<file path="config.mk">
export PLATFORM = sky130hd
export DESIGN_NAME = filtered_weighted_random_pick
export DESIGN_NICKNAME = d
export VERILOG_FILES = /design/src/design/fwrp_pkg.sv /design/src/design/fwrp_ram.sv /design/src/design/fwrp_seq.sv /design/src/design/fwrp_datapath.sv /design/src/design/filtered_weighted_random_pick.sv
export SDC_FILE = /design/constraint.sdc
export NUM_CORES = 2
export LEC_CHECK = 0
export ABC_AREA = 1
export BUFFER_PORTS_ARGS = -buffer_cell sky130_fd_sc_hd__clkbuf_2
export CAP_MARGIN = 20
export CORE_MARGIN = 2
export CORE_UTILIZATION = 35
export CTS_BUF_LIST = sky130_fd_sc_hd__clkbuf_4
export CTS_CLUSTER_SIZE = 24
export DETAILED_ROUTE_END_ITERATION = 8
export PLACE_DENSITY = 0.51
export SLEW_MARGIN = 5
export SYNTH_ARGS = -nofsm -noshare
export SYNTH_HDL_FRONTEND = slang
export SYNTH_SLANG_ARGS = --single-unit
export TNS_END_PERCENT = 10
</file>
<file path="constraint.sdc">
create_clock -name clock -period 6.55 [get_ports clock]
set_input_delay 0.3275 -clock clock [delete_from_list [all_inputs] [get_ports clock]]
set_output_delay 0.3275 -clock clock [all_outputs]
set_load 0.01 [all_outputs]
</file>
<file path="src/design/fwrp_pkg.sv">
`default_nettype none
package fwrp_pkg;

   localparam int NUM_ENTRIES_DEFAULT = 16;
   localparam int WEIGHT_W = 16;
   localparam int FRAC_W = 24;
   localparam int TOTAL_W = 20;
   localparam logic [TOTAL_W-1:0] TOTAL_MAX = 20'hFFFFF;

   localparam logic ACTION_WRITE = 1'b0;
   localparam logic ACTION_PICK = 1'b1;

   typedef struct packed {
      logic        action;
      logic [3:0]  slot;
      logic [15:0] weight;
      logic        has_members;
      logic [15:0] military;
      logic [15:0] population;
      logic [15:0] wealth;
      logic [7:0]  category_mask;
      logic [2:0]  category;
      logic [31:0] seed;
   } req_type;

   typedef struct packed {
      logic        found;
      logic [3:0]  chosen_slot;
      logic [19:0] total_weight;
   } rsp_type;

   typedef struct packed {
      logic [15:0] weight;
      logic [15:0] min_wealth;
      logic [15:0] min_population;
      logic [15:0] min_military;
      logic [7:0]  cat_mask;
      logic        has_members;
   } entry_type;

   // datapath operations of one microcode step
   typedef struct packed {
      logic load;
      logic clear;
      logic rd;
      logic sum;
      logic mul;
      logic clear_scan;
      logic run;
      logic wr;
      logic respond;
   } ctrl_type;

   typedef struct packed {
      logic is_write;
      logic more;
      logic total_zero;
   } stat_type;

   typedef enum logic [2:0] {
      JC_NONE,
      JC_ALWAYS,
      JC_NO_START,
      JC_IF_WRITE,
      JC_IF_MORE,
      JC_IF_ZERO
   } jc_type;

   localparam int STEP_W = 4;
   typedef logic [STEP_W-1:0] step_type;

   localparam step_type STEP_IDLE     = 4'd0;
   localparam step_type STEP_SETUP    = 4'd1;
   localparam step_type STEP_SUM      = 4'd2;
   localparam step_type STEP_SUM_END  = 4'd3;
   localparam step_type STEP_ROLL     = 4'd4;
   localparam step_type STEP_SCAN     = 4'd5;
   localparam step_type STEP_SCAN_END = 4'd6;
   localparam step_type STEP_RESP     = 4'd7;
   localparam step_type STEP_WRITE    = 4'd8;

   typedef struct packed {
      ctrl_type ops;
      jc_type   jc;
      step_type target;
   } ucode_type;

   function automatic ucode_type ucode_rom(step_type pc);
      ucode_type w;
      w = '0;
      w.jc = JC_NONE;
      unique case (pc)
         STEP_IDLE: begin
            w.ops.load = 1'b1;
            w.jc = JC_NO_START;
            w.target = STEP_IDLE;
         end
         STEP_SETUP: begin
            w.ops.clear = 1'b1;
            w.jc = JC_IF_WRITE;
            w.target = STEP_WRITE;
         end
         STEP_SUM: begin
            w.ops.rd = 1'b1;
            w.ops.sum = 1'b1;
            w.jc = JC_IF_MORE;
            w.target = STEP_SUM;
         end
         STEP_SUM_END: begin
            w.ops.sum = 1'b1;
         end
         STEP_ROLL: begin
            w.ops.mul = 1'b1;
            w.ops.clear_scan = 1'b1;
            w.jc = JC_IF_ZERO;
            w.target = STEP_RESP;
         end
         STEP_SCAN: begin
            w.ops.rd = 1'b1;
            w.ops.run = 1'b1;
            w.jc = JC_IF_MORE;
            w.target = STEP_SCAN;
         end
         STEP_SCAN_END: begin
            w.ops.run = 1'b1;
         end
         STEP_RESP: begin
            w.ops.respond = 1'b1;
            w.jc = JC_ALWAYS;
            w.target = STEP_IDLE;
         end
         STEP_WRITE: begin
            w.ops.wr = 1'b1;
            w.jc = JC_ALWAYS;
            w.target = STEP_RESP;
         end
         default: begin
            w.jc = JC_ALWAYS;
            w.target = STEP_IDLE;
         end
      endcase
      return w;
   endfunction

endpackage
`default_nettype wire

</file>
<file path="src/design/fwrp_ram.sv">
`default_nettype none
module fwrp_ram #(
   parameter int WIDTH = 8,
   parameter int DEPTH = 16
) (
   input  wire logic                                clock,
   input  wire logic                                wr_en,
   input  wire logic [(DEPTH > 1 ? $clog2(DEPTH) : 1)-1:0] wr_addr,
   input  wire logic [WIDTH-1:0]                    wr_data,
   input  wire logic [(DEPTH > 1 ? $clog2(DEPTH) : 1)-1:0] rd_addr,
   output logic      [WIDTH-1:0]                    rd_data
);

   logic [WIDTH-1:0] mem_ff [DEPTH];

   always_ff @(posedge clock) begin
      if (wr_en) begin
         mem_ff[wr_addr] <= wr_data;
      end
      rd_data <= mem_ff[rd_addr];
   end

endmodule
`default_nettype wire

</file>
<file path="src/design/fwrp_seq.sv">
`default_nettype none
module fwrp_seq (
   input  wire logic                clock,
   input  wire logic                reset,
   input  wire logic                start,
   input  wire fwrp_pkg::stat_type  stat,
   output fwrp_pkg::ctrl_type       ctrl,
   output logic                     busy
);

   fwrp_pkg::step_type  pc_ff;
   fwrp_pkg::step_type  pc_in;
   fwrp_pkg::ucode_type word;
   logic                take;

   assign word = fwrp_pkg::ucode_rom(pc_ff);
   assign busy = (pc_ff != fwrp_pkg::STEP_IDLE);

   always_comb begin
      ctrl = word.ops;
      ctrl.load = word.ops.load & start & ~busy;
      unique case (word.jc)
         fwrp_pkg::JC_NONE:     take = 1'b0;
         fwrp_pkg::JC_ALWAYS:   take = 1'b1;
         fwrp_pkg::JC_NO_START: take = ~start;
         fwrp_pkg::JC_IF_WRITE: take = stat.is_write;
         fwrp_pkg::JC_IF_MORE:  take = stat.more;
         fwrp_pkg::JC_IF_ZERO:  take = stat.total_zero;
         default:               take = 1'b1;
      endcase
      pc_in = take ? word.target : pc_ff + 4'd1;
   end

   always_ff @(posedge clock) begin
      if (reset) begin
         pc_ff <= fwrp_pkg::STEP_IDLE;
      end else begin
         pc_ff <= pc_in;
      end
   end

endmodule
`default_nettype wire

</file>
<file path="src/design/fwrp_datapath.sv">
`default_nettype none
module fwrp_datapath #(
   parameter int NUM_ENTRIES = fwrp_pkg::NUM_ENTRIES_DEFAULT
) (
   input  wire logic               clock,
   input  wire logic               reset,
   input  wire fwrp_pkg::req_type  req_data,
   input  wire fwrp_pkg::ctrl_type ctrl,
   output fwrp_pkg::stat_type      stat,
   output fwrp_pkg::rsp_type       rsp_data
);

   localparam int AW = (NUM_ENTRIES > 1) ? $clog2(NUM_ENTRIES) : 1;
   localparam int SUM_W = fwrp_pkg::WEIGHT_W + $clog2(NUM_ENTRIES);
   localparam int SAT_W = (SUM_W > fwrp_pkg::TOTAL_W) ? SUM_W : fwrp_pkg::TOTAL_W;
   localparam int PROD_W = fwrp_pkg::FRAC_W + SUM_W;

   fwrp_pkg::req_type   req_ff;
   fwrp_pkg::entry_type wr_entry;
   fwrp_pkg::entry_type rd_entry;

   logic [AW-1:0]          idx_ff, idx_in;
   logic [AW-1:0]          rd_idx_ff;
   logic                   rd_pend_ff;
   logic                   rd_valid_ff;
   logic [NUM_ENTRIES-1:0] valid_ff;
   logic [SUM_W-1:0]       total_ff, total_in;
   logic [SUM_W-1:0]       run_ff, run_in;
   logic [SUM_W-1:0]       roll_ff, roll_in;
   logic [AW-1:0]          pick_ff, pick_in;
   logic                   any_ff, any_in;
   logic                   hit_ff, hit_in;

   logic [AW+3:0]          slot_ext;
   logic [AW+3:0]          pick_ext;
   logic [AW-1:0]          wr_addr;
   logic                   wr_en;
   logic                   eligible;
   logic [SUM_W-1:0]       weight_ext;
   logic [SUM_W-1:0]       run_next;
   logic [PROD_W-1:0]      product;
   logic [SAT_W-1:0]       total_wide;

   assign slot_ext = {{AW{1'b0}}, req_ff.slot};
   assign wr_addr  = slot_ext[AW-1:0];
   assign wr_en    = ctrl.wr && (slot_ext < (AW+4)'(NUM_ENTRIES));

   assign wr_entry.weight         = req_ff.weight;
   assign wr_entry.min_wealth     = req_ff.wealth;
   assign wr_entry.min_population = req_ff.population;
   assign wr_entry.min_military   = req_ff.military;
   assign wr_entry.cat_mask       = req_ff.category_mask;
   assign wr_entry.has_members    = req_ff.has_members;

   fwrp_ram #(
      .WIDTH($bits(fwrp_pkg::entry_type)),
      .DEPTH(NUM_ENTRIES)
   ) u_table (
      .clock  (clock),
      .wr_en  (wr_en),
      .wr_addr(wr_addr),
      .wr_data(wr_entry),
      .rd_addr(idx_ff),
      .rd_data(rd_entry)
   );

   // an entry never written has its valid bit clear, so it is ineligible
   assign eligible = rd_pend_ff && rd_valid_ff
      && (rd_entry.weight != '0) && rd_entry.has_members
      && (req_ff.military >= rd_entry.min_military)
      && (req_ff.population >= rd_entry.min_population)
      && (req_ff.wealth >= rd_entry.min_wealth)
      && ((rd_entry.cat_mask == '0) || rd_entry.cat_mask[req_ff.category]);

   assign weight_ext = SUM_W'(rd_entry.weight);
   assign run_next   = run_ff + weight_ext;
   assign product    = PROD_W'(req_ff.seed[fwrp_pkg::FRAC_W-1:0]) * PROD_W'(total_ff);

   always_comb begin
      idx_in   = idx_ff;
      total_in = total_ff;
      run_in   = run_ff;
      roll_in  = roll_ff;
      pick_in  = pick_ff;
      any_in   = any_ff;
      hit_in   = hit_ff;
      if (ctrl.clear) begin
         idx_in   = '0;
         total_in = '0;
         pick_in  = '0;
         any_in   = 1'b0;
      end
      if (ctrl.clear_scan) begin
         idx_in = '0;
         run_in = '0;
         hit_in = 1'b0;
      end
      if (ctrl.rd) begin
         idx_in = idx_ff + AW'(1);
      end
      if (ctrl.sum && eligible) begin
         total_in = total_ff + weight_ext;
      end
      if (ctrl.mul) begin
         roll_in = product[PROD_W-1:fwrp_pkg::FRAC_W];
      end
      // freeze the pick once the running sum has passed the roll
      if (ctrl.run && eligible && !hit_ff) begin
         run_in  = run_next;
         pick_in = rd_idx_ff;
         any_in  = 1'b1;
         if (roll_ff < run_next) begin
            hit_in = 1'b1;
         end
      end
   end

   always_ff @(posedge clock) begin
      if (ctrl.load) begin
         req_ff <= req_data;
      end
      if (ctrl.rd) begin
         rd_idx_ff   <= idx_ff;
         rd_valid_ff <= valid_ff[idx_ff];
      end
      idx_ff   <= idx_in;
      total_ff <= total_in;
      run_ff   <= run_in;
      roll_ff  <= roll_in;
      pick_ff  <= pick_in;
   end

   always_ff @(posedge clock) begin
      if (reset) begin
         rd_pend_ff <= 1'b0;
         valid_ff   <= '0;
         any_ff     <= 1'b0;
         hit_ff     <= 1'b0;
      end else begin
         rd_pend_ff <= ctrl.rd;
         any_ff     <= any_in;
         hit_ff     <= hit_in;
         if (wr_en) begin
            valid_ff[wr_addr] <= 1'b1;
         end
      end
   end

   assign stat.is_write   = (req_ff.action == fwrp_pkg::ACTION_WRITE);
   assign stat.more       = (idx_ff != AW'(NUM_ENTRIES - 1));
   assign stat.total_zero = (total_ff == '0);

   assign total_wide = SAT_W'(total_ff);
   assign pick_ext   = {4'b0000, pick_ff};

   assign rsp_data.found        = any_ff;
   assign rsp_data.chosen_slot  = any_ff ? pick_ext[3:0] : 4'b0000;
   assign rsp_data.total_weight = (total_wide > SAT_W'(fwrp_pkg::TOTAL_MAX))
      ? fwrp_pkg::TOTAL_MAX : total_wide[fwrp_pkg::TOTAL_W-1:0];

endmodule
`default_nettype wire

</file>
<file path="src/design/filtered_weighted_random_pick.sv">
// Weighted random pick over a table of NUM_ENTRIES entries. A transaction is taken when start
// is high and busy is low; action 0 loads one table entry, action 1 draws an entry whose
// thresholds and category mask the requester meets, with probability proportional to its
// weight. Every transaction gives exactly one result, shown for a single cycle with rsp_valid;
// the receiver cannot stall, so it must take rsp_data in that cycle. A pick makes two
// sequential passes over the table's single read port, one to total the eligible weights and
// one to walk the running sum against the roll; a pick with zero eligible weight ends after
// the first pass, and a write makes no pass. After reset no table entry is eligible until it
// is written.
`default_nettype none
module filtered_weighted_random_pick #(
   parameter int NUM_ENTRIES = fwrp_pkg::NUM_ENTRIES_DEFAULT
) (
   input  wire logic              clock,
   input  wire logic              reset,
   input  wire logic              start,
   output logic                   busy,
   input  wire fwrp_pkg::req_type req_data,
   output logic                   rsp_valid,
   output fwrp_pkg::rsp_type      rsp_data
);

   fwrp_pkg::ctrl_type ctrl;
   fwrp_pkg::stat_type stat;

   fwrp_seq u_seq (
      .clock(clock),
      .reset(reset),
      .start(start),
      .stat (stat),
      .ctrl (ctrl),
      .busy (busy)
   );

   fwrp_datapath #(
      .NUM_ENTRIES(NUM_ENTRIES)
   ) u_datapath (
      .clock   (clock),
      .reset   (reset),
      .req_data(req_data),
      .ctrl    (ctrl),
      .stat    (stat),
      .rsp_data(rsp_data)
   );

   assign rsp_valid = ctrl.respond;

   a_rsp_in_busy: assert property (@(posedge clock) disable iff (reset)
      rsp_valid |-> busy)
      else $error("result strobe outside a transaction");

   a_accept_busy: assert property (@(posedge clock) disable iff (reset)
      (start && !busy) |=> busy)
      else $error("accepted transaction did not raise busy");

   a_rsp_ends: assert property (@(posedge clock) disable iff (reset)
      rsp_valid |=> !busy && !rsp_valid)
      else $error("sequencer did not return to idle after result");

   a_found_total: assert property (@(posedge clock) disable iff (reset)
      (rsp_valid && rsp_data.found) |-> (rsp_data.total_weight != '0))
      else $error("pick found with zero total weight");

   a_no_pick_slot: assert property (@(posedge clock) disable iff (reset)
      (rsp_valid && !rsp_data.found) |-> (rsp_data.chosen_slot == 4'b0000))
      else $error("slot reported without a pick");

endmodule
`default_nettype wire
</file>
==> impl_metrics.env <==
export IMPL_yosys_register_bits=1442
export IMPL_crit_path_end_kind="flop"
export IMPL_synth_edff_count=1346
export IMPL_yosysWarnings=0
export IMPL_gp_congestion=0.880
export IMPL_avgRoutedWirePerCell_um=20.0
export IMPL_crit_end="u_datapath.roll_ff[8]"
export IMPL_synth_distinct_cells=49
export IMPL_ant_nets=0
export IMPL_start_kind="flop"
export IMPL_hold_violations=0
export IMPL_clk_path_buf_depth=4
export IMPL_crit_path_top_delay_cell="edfxtp_1"
export IMPL_path_cells="buf_4 > nand2_1 > inv_1 > fa_1 > inv_1 > fa_1 > fa_1 > fa_1 > inv_1 > fa_1 > fa_1 > inv_1 > fa_1 > inv_1 > ha_1 > buf_4 > nand2_1 > nor2_1 > nand2_1 > o21ai_0 > nand3_1 > nand3_1 > nand2_1"
export IMPL_synthTopCellsByArea="edfxtp_1 (55%), fa_1 (11%), nand2_1 (4.8%), inv_1 (4.6%), o21ai_0 (4.5%)"
export IMPL_status="complete, no violations"
export IMPL_muxShareOfSynthArea=0
export IMPL_ios=143
export IMPL_rr_worst_depth=23
export IMPL_critPathLaunch="u_datapath.req_ff[5]"
export IMPL_dr_pass1_iters=5
export IMPL_grt_use_met3=0.0279
export IMPL_clock_sinks=1442
export IMPL_root_buffer="clkbuf_4"
export IMPL_worstMarginPinSlew_ps=1190
export IMPL_core_mm2=0.209
export IMPL_viasPerCell=4.92
export IMPL_yosysSeqAreaShare=0.577
export IMPL_grtUsageMet1=0.246
export IMPL_antenna_found_initial=7
export IMPL_dpl_hpwl_um=118000
export IMPL_syn_inst=6593
export IMPL_setup_viol=0
export IMPL_grtUsageMet2=0.332
export IMPL_synthAdderAreaFrac=0.151
export IMPL_fmax_mhz=158
export IMPL_io_buffers=134
export IMPL_path_buf_inv=7
export IMPL_slew_headroom=0.204
export IMPL_yosys_area_share_simple=0.109
export IMPL_synthArstFlopShare=0
export IMPL_cts_tree="built"
export IMPL_synth_ff_type="edfxtp_1"
export IMPL_gr_max_usage_layer="met2"
export IMPL_cp_data_arrival_time_ps=7370
export IMPL_fin_skew_ps=155
export IMPL_period_needed_ps=6330
export IMPL_path_delay_family="adder cells"
export IMPL_drc=0
export IMPL_worstSetupPathType="reg -> reg"
export IMPL_start_util=0.351
export IMPL_r2r_slack_ps=220
export IMPL_rows=168
export IMPL_yosysTopAreaCell="edfxtp_1"
export IMPL_slowest_delay_ps=620
export IMPL_holdCritPathClass="in -> reg"
export IMPL_overflow=0
export IMPL_synth_top_family_by_area="adder cells"
export IMPL_drive_above_1_share=0.135
export IMPL_cap_violations=0
export IMPL_placed_cells=9330
export IMPL_rr_startpoint="u_datapath.req_ff[5]"
export IMPL_whs_ps=189
export IMPL_crit_fanout=9
export IMPL_die_y_um=462
export IMPL_cts_inserted_buffers=395
export IMPL_layout_nets=7923
export IMPL_die_w_um=462
export IMPL_routed_wl_um=205000
export IMPL_synth_xor_area_frac=0.00549
export IMPL_yosysTopAreaCellShare=0.551
export IMPL_crit_top_cell="fa_1"
export IMPL_grt_max_degree=227
export IMPL_final_cells=10300
export IMPL_hp_start="reset"
export IMPL_required_ps=7590
export IMPL_syn_num_nets=7358
export IMPL_via_count=50500
export IMPL_slew_viol_final=0
export IMPL_grt_first_pass_wirelength_um=311000
export IMPL_grt_setup_unrepaired="yes"
export IMPL_synth_area_mm2=0.0733
export IMPL_clk_pin_slew_worst_paths_ps=60
export IMPL_drt_initial_drc_count=3545
export IMPL_r2r_end="u_datapath.roll_ff[8]"
export IMPL_area_delta_synth_final_pct=16.2
export IMPL_clock_latency_ps=1360
export IMPL_synth_compound_area_share=0.0905
export IMPL_finalCritPeriodShare=0.967
export IMPL_cts_max_level=5
export IMPL_syn_area_per_cell_um2=11.1
export IMPL_path_depth=23
export IMPL_grt_pass1_vias=51500
export IMPL_grt_usage=0.192
export IMPL_die_area_mm2=0.213
flip-flops by register name (all words and copies together), names as in the netlist:
name,flops
u_datapath.idx_ff,4
u_datapath.rd_valid_ff,1
u_datapath.any_ff,1
u_datapath.req_ff,101
u_datapath.total_ff,20
u_datapath.pick_ff,4
u_datapath.wr_addr,4
u_datapath.roll_ff,20
u_datapath.rd_pend_ff,1
u_datapath.rd_idx_ff,4
u_datapath.u_table.mem_ff,1168
u_datapath.run_ff,20
u_datapath.valid_ff,16
u_datapath.hit_ff,1
u_seq.pc_ff,4
u_datapath.u_table.rd_data,73
worst min-delay path by stage:
| stage | to | cells past startpoint | slack, ps |
|---|---|---|---|
| finish | u_datapath.valid_ff[3] | 3 | 190 |
| global placement | u_datapath.valid_ff[9] | 2 | 450 |
| CTS | u_datapath.valid_ff[3] | 3 | 10 |
| detailed placement | u_datapath.valid_ff[5] | 2 | 450 |
| floorplan | u_datapath.req_ff[0] | 0 | 430 |
| global route | u_datapath.valid_ff[11] | 3 | 130 |
cell usage in the layout (no fill, tap or decap), types with 122 or more instances in the layout:
| cell | instances |
|---|---|
| edfxtp_1 | 1346 |
| nand2_1 | 945 |
| inv_1 | 901 |
| nor2_1 | 810 |
| o21ai_0 | 657 |
| clkbuf_4 | 605 |
| fa_1 | 393 |
| ha_1 | 256 |
| dlygate4sd3_1 | 215 |
| nand3_1 | 178 |
| o22ai_1 | 177 |
| buf_4 | 152 |
| clkbuf_2 | 134 |
| a21oi_1 | 122 |
cells in the mapped netlist (2+ instances only):
| master | instances |
|---|---|
| a21boi_0 | 3 |
| o21ai_1 | 3 |
| xor2_1 | 27 |
| or2_2 | 3 |
| o22ai_1 | 177 |
| clkbuf_1 | 303 |
| nand3_1 | 178 |
| fa_1 | 393 |
| nor2_1 | 834 |
| nor3_2 | 3 |
| ha_1 | 256 |
| o221ai_1 | 117 |
| a21o_1 | 7 |
| xnor2_1 | 19 |
| buf_4 | 4 |
| buf_6 | 5 |
| nor4_1 | 8 |
| clkinv_1 | 2 |
| inv_2 | 3 |
| nor3_1 | 11 |
| nor2_2 | 2 |
| o21bai_1 | 11 |
| inv_1 | 903 |
| dfxtp_1 | 96 |
| buf_1 | 15 |
| nand3b_1 | 2 |
| and3_1 | 3 |
| nand4_1 | 21 |
| o211ai_1 | 32 |
| nand2_1 | 946 |
| o21a_1 | 11 |
| a21oi_1 | 124 |
| a31oi_1 | 6 |
| o21ai_0 | 660 |
| buf_2 | 46 |
| edfxtp_1 | 1346 |
routing by layer:
metal  vias to the layer above  part of all wire
met1                     25100              0.43
met2                      1407              0.50
met4                        10             0.024
li1                      23600                 -
met3                       369             0.049
met5                         -           0.00034
stage by stage:
stage	TNS, ps	setup slack (ps)	util	area (µm²)
finish	0	215	0.408	85200
global route	-155	-44.8	0.408	85200
CTS	0	94.6	0.406	84900
detailed placement	0	134	0.373	77900
global placement	0	117	0.373	77900
floorplan	0	604	-	73300
layout make-up:
class	count	area (µm²)
Fill cell	20400	124000
Sequential cell	1442	42300
Multi-Input combinational cell	3869	26300
Timing Repair Buffer	541	4720
Clock buffer	605	4540
Tap cell	2805	3510
Inverter	909	3440
Clock inverter	84	373
Antenna cell	4	10.0
cells by family (layout without fill, tap and decap cells):
logic type,after synthesis,in the layout
compound gates,1157,1157
other cells,0,4
xor+xnor,46,46
fa+ha+maj,649,649
simple gates,2017,2017
buf+inv,1282,2139
flops,1442,1442
worst reg2reg max path: stages (launching register included):
cell      delay [ps]
edfxtp_1         620
buf_4            260
nand2_1           50
inv_1             50
fa_1             500
inv_1             50
fa_1             410
fa_1             520
fa_1             550
inv_1             60
fa_1             450
fa_1             530
inv_1             60
fa_1             480
inv_1             40
ha_1             280
buf_4            110
nand2_1           70
nor2_1           290
nand2_1          140
o21ai_0          250
nand3_1          130
nand3_1           90
nand2_1           80
timing repair:
| item | CTS | global route |
|---|---|---|
| hold buffers | 215 | 0 |
| setup buffers | 0 | 19 |
| endpoints found under the setup margin | 0 | 18 |
| gates resized for setup | 0 | 20 |
| hold endpoints to repair | 221 | 0 |
Power is left out: the tool's default activity adds up to more than one toggle a clock period on the data nets, which glitch-free logic cannot reach.
